File: config.mk
export PLATFORM = sky130hd
export DESIGN_NAME = lmd_ctrl
export DESIGN_NICKNAME = d
export VERILOG_FILES = /design/src/rtl/lmd_pkg.sv /design/src/rtl/lmd_ctrl.sv
export SDC_FILE = /design/constraint.sdc
export NUM_CORES = 1
export LEC_CHECK = 0
export BUFFER_PORTS_ARGS = -buffer_cell sky130_fd_sc_hd__buf_2
export CORE_AREA = 5 5 42 44
export DETAILED_ROUTE_END_ITERATION = 16
export DIE_AREA = 0 0 47 49
export GPL_ROUTABILITY_DRIVEN = 0
export HOLD_SLACK_MARGIN = 0.03
export SKIP_CTS_REPAIR_TIMING = 1
export SLEW_MARGIN = 20
export SYNTH_ARGS = -nofsm -noshare
export SYNTH_HDL_FRONTEND = slang
export SYNTH_SLANG_ARGS = --single-unit
File: constraint.sdc
create_clock -name clock -period 1.6 [get_ports clock]
set_input_delay 0.24 -clock clock [delete_from_list [all_inputs] [get_ports clock]]
set_output_delay 0.24 -clock clock [all_outputs]
set_load 0.03 [all_outputs]
File: src/rtl/lmd_pkg.sv
// Shared constants, command codes and controller/datapath interface types for the draw engine.
package lmd_pkg;

   // Panel geometry and frame store layout
   localparam int PANEL_SIZE   = 32;
   localparam int HALF_ROWS    = 16;
   localparam int COLOR_PLANES = 3;
   localparam int PATTERN_SPAN = 8;

   // Visible rows are limited by both the panel and the two half-row banks
   localparam int PANEL_ROWS = (PANEL_SIZE < 2 * HALF_ROWS) ? PANEL_SIZE : 2 * HALF_ROWS;
   localparam int MEM_DEPTH  = PANEL_ROWS * PANEL_SIZE;
   localparam int ADDR_W     = $clog2(MEM_DEPTH);
   // One word per pixel: R, G, B bit of every plane
   localparam int WORD_W     = 3 * COLOR_PLANES;

   // Payload field widths
   localparam int COORD_W = 5;
   localparam int SPAN_W  = 4;
   localparam int PAT_W   = 64;
   localparam int CHAN_W  = 8;
   // Pixel position after adding a pattern offset, wide enough for any panel bound
   localparam int POS_W   = 7;

   typedef enum logic [1:0] {
      CMD_SET  = 2'd0,
      CMD_GET  = 2'd1,
      CMD_FILL = 2'd2,
      CMD_DRAW = 2'd3
   } cmd_type;

   // Commands from the controller to the datapath
   typedef struct packed {
      logic load;
      logic clear_step;
      logic walk_step;
      logic rsp_load;
   } ctrl_cmd_type;

   // Status from the datapath to the controller
   typedef struct packed {
      logic req_get;
      logic clear_last;
      logic walk_last;
      logic rsp_free;
   } ctrl_status_type;

endpackage

File: src/rtl/lmd_ctrl.sv
// Controller state machine: clearing pass, command acceptance, pixel walk and read reply.
module lmd_ctrl import lmd_pkg::*; (
   input  logic            clock,
   input  logic            reset,
   input  logic            req_valid,
   output logic            req_ready,
   input  ctrl_status_type status,
   output ctrl_cmd_type    cmd
);

   typedef enum logic [4:0] {
      ST_CLEAR = 5'b00001,
      ST_IDLE  = 5'b00010,
      ST_WALK  = 5'b00100,
      ST_READ  = 5'b01000,
      ST_REPLY = 5'b10000
   } state_type;

   state_type state_ff, state_in;

   // Next state and datapath commands
   always_comb begin
      state_in       = state_ff;
      req_ready      = 1'b0;
      cmd.load       = 1'b0;
      cmd.clear_step = 1'b0;
      cmd.walk_step  = 1'b0;
      cmd.rsp_load   = 1'b0;
      unique case (state_ff)
         ST_CLEAR: begin
            cmd.clear_step = 1'b1;
            if (status.clear_last) begin
               state_in = ST_IDLE;
            end
         end
         ST_IDLE: begin
            req_ready = 1'b1;
            if (req_valid) begin
               cmd.load = 1'b1;
               state_in = status.req_get ? ST_READ : ST_WALK;
            end
         end
         ST_WALK: begin
            cmd.walk_step = 1'b1;
            if (status.walk_last) begin
               state_in = ST_IDLE;
            end
         end
         // read address is stable, data lands in the read register
         ST_READ: begin
            state_in = ST_REPLY;
         end
         ST_REPLY: begin
            if (status.rsp_free) begin
               cmd.rsp_load = 1'b1;
               state_in     = ST_IDLE;
            end
         end
         default: begin
            state_in = ST_IDLE;
         end
      endcase
   end

   always_ff @(posedge clock) begin
      if (reset) begin
         state_ff <= ST_CLEAR;
      end else begin
         state_ff <= state_in;
      end
   end

endmodule

==> results of run 1 <==
[cell usage after synthesis (all sizes together), types with 2 or more instances]
cell / instances / area (um^2)
or3b: 2 / 17.5
or3: 2 / 17.5
nor2: 2 / 7.51
a2111oi: 2 / 18.8
nor3: 3 / 20.0
inv: 2 / 7.51
dfxtp: 5 / 100
nor3b: 4 / 41.3
[kinds of logic after synthesis]
kind of cell	after synthesis	share of synthesized area [%]
compound gates	5	12.2
buf+inv	3	4.06
flops	5	32.5
mux	1	3.25
simple gates	20	48.0
[per-layer routing]
| layer | track usage (%) | vias up |
|---|---|---|
| met4 | 6.91 | 0 |
| met3 | 3.32 | 2 |
| met1 | 7.49 | 137 |
| met5 | 0 | - |
| met2 | 12.0 | 5 |
| li1 | - | 159 |
[where the power goes]
part / switching (mW) / internal, mW / leakage (nW)
Sequential: 0.00650 / 0.132 / 0.0416
Clock: 0.0519 / 0.0943 / 0.0150
Combinational: 0.0402 / 0.0409 / 0.127
[worst paths after layout]
kind                                                from                       end  slack (ns)  cells after the start
worst max-delay path            state_ff[1]$_SDFFE_PP0P_                    cmd[2]       -0.02                      3
worst min-delay path                               reset  state_ff[3]$_SDFFE_PP0P_        0.22                      2
worst max register to register  state_ff[4]$_SDFFE_PP0P_  state_ff[1]$_SDFFE_PP0P_        0.38                      4
worst min register to register  state_ff[0]$_SDFFE_PP1P_  state_ff[2]$_SDFFE_PP0P_        0.52                      2
[per-stage QoR]
stage | TNS (ns) | std cells | power (mW) | worst slack [ns] | utilization, %
finish | -0.0212 | 66 | 0.365 | -0.0212 | 33.0
global route | -0.0925 | 66 | 0.393 | -0.0742 | 33.0
CTS | -0.216 | 66 | 0.367 | -0.116 | 30.6
detailed placement | 0 | 62 | 0.212 | 0.158 | 28.7
global placement | 0 | 62 | 0.212 | 0.183 | 28.7
floorplan | 0 | 34 | 0.187 | 0.0805 | -
[final cells by class]
type	instances	area [um^2]
clock buffer	4	26.3
fill	161	938
inverter	2	7.51
multi-input combinational	26	221
sequential	5	104
tap	16	20.0
timing repair buffer	13	83.8
==> flow_metrics.tcl, run 1 <==
set metrics [dict create \
    status "finished, violations left" \
    violations "setup timing" \
    vias 303 \
    slowest_stage "or3_4" \
    grt_pass1_wl_um 1240 \
    wl_met1_um 260 \
    wl_met2_um 408 \
    min_period_over_period_pct 101 \
    cts.clk_slew.worst_paths_ns 0.04 \
    syn-cell-area_um2 308 \
    largest_reg_flops 5 \
    cellPowerDensity_nw_per_um2 789 \
    drive_gt1_share_pct 52.0 \
    maxCapViolations 0 \
    start_util_pct 22.0 \
    syn_nets 41 \
    drt_iter0_drc 3 \
    crit_chain "or3_4, nor3b_4, buf_6" \
    firstDrtPassIters 2 \
    drc_errors 0 \
    path_class "register to output port" \
    reg_top3 "state_ff x5" \
    placed_area_um2 403 \
    track_usage_pct 7.82 \
    clk_latency_ns 0.24 \
    setup_viol 1 \
    yosysUniqueCellTypes 24 \
    worstPathMaxFanout 7 \
    finalMaxSlewViolations 0 \
    critPathBufInv 1 \
    max_freq_ghz 0.617 \
    cpPeakStageDelay_ns 0.42 \
    wl_per_cell_um 10.9 \
    hp-class "input port to register" \
    root_buffer "clkbuf_4" \
    grt-ovfl-total 0 \
    first_global_vias 322 \
    stdcell_area_um2 463 \
    slew_headroom_pct 73.5 \
    antenna_left 0 \
    final_common_cell "buf_2" \
    max_flop_register "state_ff" \
    worstPathArrival_ns 1.38 \
    whs_ns 0.215 \
    via_per_inst 4.59 \
    cts_buffer_depth 2 \
    numPortBuffers 11 \
    rsz0062_at_grt "true" \
    required_ns 1.36 \
    cts_made_buffers 3 \
    synth_seq_area_share_pct 32.5 \
    grt_max_degree 8 \
    htree_levels 1 \
    wl_um 718 \
    antenna_cells 0 \
    min_period_ns 1.62 \
    pin_count 12 \
    synth_edf_count 0 \
    dieArea_um2 2300 \
    dieWidth_um 47 \
    synthFlopType "dfxtp_1" \
    synth_area_per_cell_um2 9.05 \
    nets 58 \
    yosysWarnings 0 \
    rows 14 \
    crit_path_end_kind "output port" \
    grt_antenna_before_repair 0 \
    synth_cells 34 \
    max-vdd-ir-drop_mv 0.284 \
    highest_layer "met4" \
    final_cell_mix "buf_2 (7), buf_4 (5), clkbuf_4 (3), dfxtp_2 (3)" \
    critical_path.top_delay_family "simple AND/OR/NAND/NOR gates" \
    synthArstFlopShare_pct 0 \
    cts.sinks 5 \
    worst_setup_path_start_kind "register" \
    finalHoldViolCount 0 \
    fin_skew_ns 0.00368 \
    wl_met3_um 25 \
    coreArea_um2 1400 \
    finalWorstSetupSlack_ns -0.0212 \
    p_leak_nw 0.183 \
    ys_seq_elements 5 \
    cts_tree "yes" \
    worst_pin_slew_ns 0.388 \
    die_h_um 49 \
    syn_to_final_growth_pct 50.4 \
]
No activity file was read; power rests on OpenSTA's default activity.
==> run 2: changes to the inputs <==
--- a/config.mk
+++ b/config.mk
@@ -10,6 +10,7 @@
 export DETAILED_ROUTE_END_ITERATION = 16
 export DIE_AREA = 0 0 47 49
 export GPL_ROUTABILITY_DRIVEN = 0
+export GPL_TIMING_DRIVEN = 0
 export HOLD_SLACK_MARGIN = 0.03
 export SKIP_CTS_REPAIR_TIMING = 1
 export SLEW_MARGIN = 20
==> constraint.sdc (replaced) <==
create_clock -name clock -period 1.5 [get_ports clock]
set_input_delay 0.225 -clock clock [delete_from_list [all_inputs] [get_ports clock]]
set_output_delay 0.225 -clock clock [all_outputs]
set_load 0.03 [all_outputs]
==> run 2 against run 1 <==
Net effect:
- the run still ends with setup timing left
- die area did not move
- cell area fell by 1.6%
- combinational power rose by 0.9%
- global-route usage fell by 1.0 points
- clock skew fell by 0.0034 ns
- critical endpoint unchanged
- highest routed layer is now met3
==> flow_metrics.tcl, run 2 (synthesis gave the netlist of run 1 again) <==
set metrics [dict create \
    htree_levels 1 \
    cts.sinks 5 \
    max_flop_register "state_ff" \
    fillers 167 \
    pre_cts_slack_ns 0.0505 \
    finalHoldViolCount 0 \
    pin_count 12 \
    worstPathArrival_ns 1.37 \
    root_buffer "clkbuf_4" \
    fin_skew_ns 0.000241 \
    stdcell_area_um2 455 \
    cts.clk_slew.worst_paths_ns 0.04 \
    post-route-util_pct 32.5 \
    violations "setup timing" \
    nets 57 \
    grt_pass1_wl_um 1120 \
    dieArea_um2 2300 \
    grt-ovfl-total 0 \
    worst_pin_slew_ns 0.358 \
    cts_made_buffers 3 \
    cts_buffer_depth 2 \
    grt_antenna_before_repair 0 \
    syn_to_final_growth_pct 48.0 \
    crit_path_end_kind "output port" \
    finalSetupTns_ns -0.184 \
    crit_chain "or3_4, nor3b_4, buf_6" \
    p_total_mw 0.382 \
    worst_setup_path_start_kind "register" \
    dieWidth_um 47 \
    placed_area_um2 393 \
    track_usage_pct 6.83 \
    start_util_pct 22.0 \
    slew_headroom_pct 75.5 \
    rsz0062_at_grt "true" \
    place_inst 61 \
    setup_viol 3 \
    finalWorstSetupSlack_ns -0.0946 \
    wl_um 655 \
    path_class "register to output port" \
    min_period_ns 1.59 \
    maxCapViolations 0 \
    antenna_cells 0 \
    drc_errors 0 \
    worstPathMaxFanout 6 \
    status "finished, violations left" \
    first_global_vias 268 \
    cellPowerDensity_nw_per_um2 838 \
    coreArea_um2 1400 \
    finalMaxSlewViolations 0 \
    vias 290 \
    whs_ns 0.211 \
    antenna_left 0 \
    firstDrtPassIters 1 \
    grt_max_degree 9 \
    reg_top3 "state_ff x5" \
    largest_reg_flops 5 \
    numPortBuffers 11 \
    required_ns 1.27 \
    p_leak_nw 0.184 \
    rows 14 \
    min_period_over_period_pct 106 \
    max-vdd-ir-drop_mv 0.251 \
    via_per_inst 4.46 \
    max_freq_ghz 0.627 \
    final_cell_mix "buf_2 (8), clkbuf_4 (3), buf_4 (3), dfxtp_2 (3)" \
    cts_tree "yes" \
    drt_iter0_drc 0 \
    cpPeakStageDelay_ns 0.42 \
    die_h_um 49 \
    clk_latency_ns 0.24 \
    wl_per_cell_um 10.1 \
    drive_gt1_share_pct 53.1 \
    hp-class "input port to register" \
    final_common_cell "buf_2" \
    slowest_stage "or3_4" \
    final_cells 65 \
]
run 2: changes by cell type in the layout (fill, tap and decap cells not counted):
cell,previous run,this run
buf_4,5,3
dfxtp_4,0,2
dfxtp_1,2,0
buf_2,7,8
and3_1,0,1
and3_4,1,0
run 2: final timing paths:
kind | start | end | slack [ns] | cells past startpoint
max | state_ff[2]$_SDFFE_PP0P_ | cmd[2] | -0.09 | 3
min | reset | state_ff[2]$_SDFFE_PP0P_ | 0.21 | 2
max reg2reg | state_ff[2]$_SDFFE_PP0P_ | state_ff[0]$_SDFFE_PP1P_ | 0.23 | 4
min reg2reg | state_ff[2]$_SDFFE_PP0P_ | state_ff[4]$_SDFFE_PP0P_ | 0.54 | 2
run 2: area by class of cell:
class / count / area, um^2 / share of cell area (%)
Multi-Input combinational cell: 26 / 216 / 47.5
Sequential cell: 5 / 111 / 24.5
Timing Repair Buffer: 12 / 73.8 / 16.2
Clock buffer: 4 / 26.3 / 5.77
Tap cell: 16 / 20.0 / 4.40
Inverter: 2 / 7.51 / 1.65
run 2: power breakdown:
part,internal (mW),switching (mW),total [mW]
Sequential,0.138,0.0114,0.150
Combinational,0.0441,0.0377,0.0818
Clock,0.100,0.0500,0.150
run 2: critical path, delay by kind of cell, from the launching register on:
family	cells	cell delay [ns]
flip-flops	1	0.33
buffers and inverters	1	0.16
AND/OR/NAND/NOR	2	0.65
run 2: routing by layer:
layer / global-route usage (%) / vias to the layer above / wire, um
met5: 0 / - / 0
met4: 4.15 / 0 / 0
met3: 3.69 / 0 / 27
met2: 10.2 / 2 / 382
met1: 7.24 / 133 / 245
li1: - / 155 / -
==> run 3: changes to the inputs <==
--- a/config.mk
+++ b/config.mk
@@ -7,11 +7,13 @@
 export LEC_CHECK = 0
 export BUFFER_PORTS_ARGS = -buffer_cell sky130_fd_sc_hd__buf_2
 export CORE_AREA = 5 5 42 44
+export CTS_CLUSTER_SIZE = 8
 export DETAILED_ROUTE_END_ITERATION = 16
 export DIE_AREA = 0 0 47 49
 export GPL_ROUTABILITY_DRIVEN = 0
 export GPL_TIMING_DRIVEN = 0
 export HOLD_SLACK_MARGIN = 0.03
+export SETUP_SLACK_MARGIN = 0.02
 export SKIP_CTS_REPAIR_TIMING = 1
 export SLEW_MARGIN = 20
 export SYNTH_ARGS = -nofsm -noshare
==> run 3 against run 2 <==
Net effect:
- the run still ends with setup timing left
- routed wire length did not move
- cell area did not move
- clock skew stayed put
- clock-buffer cell count did not move
- non-clock buffer count stayed put
- global-route usage unchanged
- first-iteration DRC count is the same
- worst hold slack unchanged
- die area did not move
- combinational power hardly changed
- sequential power is essentially flat
- critical endpoint unchanged
==> flow_metrics.tcl, run 3 (synthesis gave the netlist of run 1 again) <==
set metrics [dict create \
    status "finished, violations left" \
    violations "setup timing" \
    max-vdd-ir-drop_mv 0.251 \
    antenna_cells 0 \
    required_ns 1.27 \
    min_period_over_period_pct 106 \
    wl_um 655 \
    worstPathArrival_ns 1.37 \
    numPortBuffers 11 \
    grt_use_met1_pct 7.24 \
    rsz0062_at_grt "true" \
    maxCapViolations 0 \
    cellPowerDensity_nw_per_um2 838 \
    drt_iter0_drc 0 \
    root_buffer "clkbuf_4" \
    largest_reg_flops 5 \
    finalWorstSetupSlack_ns -0.0946 \
    grt_pass1_wl_um 1120 \
    top_usage_layer "met2" \
    fin_skew_ns 0.000241 \
    fillers 167 \
    final-seq-area_um2 111 \
    setup_viol 3 \
    crit_path_end_kind "output port" \
    cts_buffer_depth 2 \
    first_global_vias 268 \
    hp-class "input port to register" \
    start_util_pct 22.0 \
    multi_input_area_um2 216 \
    htree_levels 1 \
    worstHoldStart "reset" \
    syn_to_final_growth_pct 48.0 \
    nets 57 \
    finalMaxSlewViolations 0 \
    pin_count 12 \
    min_period_ns 1.59 \
    grt_antenna_before_repair 0 \
    dieWidth_um 47 \
    worstPathMaxFanout 6 \
    cts.sinks 5 \
    antenna_left 0 \
    coreArea_um2 1400 \
    crit_chain "or3_4, nor3b_4, buf_6" \
    die_h_um 49 \
    max_freq_ghz 0.627 \
    worst_setup_path_start_kind "register" \
    vias 290 \
    final_common_cell "buf_2" \
    firstDrtPassIters 1 \
    grt-ovfl-total 0 \
    max_flop_register "state_ff" \
    pre_cts_slack_ns 0.0505 \
    stdcell_area_um2 455 \
    p_leak_nw 0.184 \
    path_class "register to output port" \
    final_cell_mix "buf_2 (8), clkbuf_4 (3), buf_4 (3), dfxtp_2 (3)" \
    via_per_inst 4.46 \
    cts_made_buffers 3 \
    dieArea_um2 2300 \
    worst_pin_slew_ns 0.358 \
    cts.clk_slew.worst_paths_ns 0.04 \
    slew_headroom_pct 75.5 \
    drc_errors 0 \
    track_usage_pct 6.83 \
    rows 14 \
    wl_per_cell_um 10.1 \
    timing.rr.start "state_ff[2]$_SDFFE_PP0P_" \
    setup.worst_path.start "state_ff[2]$_SDFFE_PP0P_" \
    grt_max_degree 9 \
    finalHoldViolCount 0 \
    gr-usage-met2_pct 10.2 \
    cpPeakStageDelay_ns 0.42 \
    grt_util_met3_pct 3.69 \
    drive_gt1_share_pct 53.1 \
    cts_tree "yes" \
    reg_top3 "state_ff x5" \
    placed_area_um2 393 \
    slowest_stage "or3_4" \
    clk_latency_ns 0.24 \
]
-- run 3: final timing paths --
check	to	slack [ns]	cells past startpoint
setup / recovery	cmd[2]	-0.09	3
hold / removal	state_ff[2]$_SDFFE_PP0P_	0.21	2
setup reg to reg	state_ff[0]$_SDFFE_PP1P_	0.23	4
hold reg to reg	state_ff[4]$_SDFFE_PP0P_	0.54	2
-- run 3: layout make-up --
cell class,count,area share (%)
multi-input cells,26,47.5
flip-flops and latches,5,24.5
repair buffers,12,16.2
clock buffers,4,5.77
well taps,16,4.40
inverters,2,1.65
-- run 3: critical path, delay by kind of cell (launching register included) --
kind / cells / cell delay, ns
simple gates: 2 / 0.65
flops: 1 / 0.33
buf+inv: 1 / 0.16
-- run 3: power by group --
part / internal, mW / leakage, nW / switching, mW
Combinational: 0.0441 / 0.126 / 0.0377
Sequential: 0.138 / 0.0433 / 0.0114
Clock: 0.100 / 0.0150 / 0.0500
-- run 3: metrics by stage --
step,utilization [%],hold slack (ns),instances,setup TNS (ns),total power [mW]
after global routing,32.5,0.211,65,-0.399,0.410
after detailed placement,28.0,0.477,61,0,0.223
after CTS,29.9,0.222,65,-0.555,0.379
after global placement,28.0,0.474,61,0,0.223
after floorplan,-,0.301,34,-0.00450,0.200
final,32.5,0.211,65,-0.184,0.382
-- run 3: per-layer routing --
| layer | wire length [um] | up-vias |
|---|---|---|
| li1 | - | 155 |
| met4 | 0 | 0 |
| met2 | 382 | 2 |
| met5 | 0 | - |
| met3 | 27 | 0 |
| met1 | 245 | 133 |
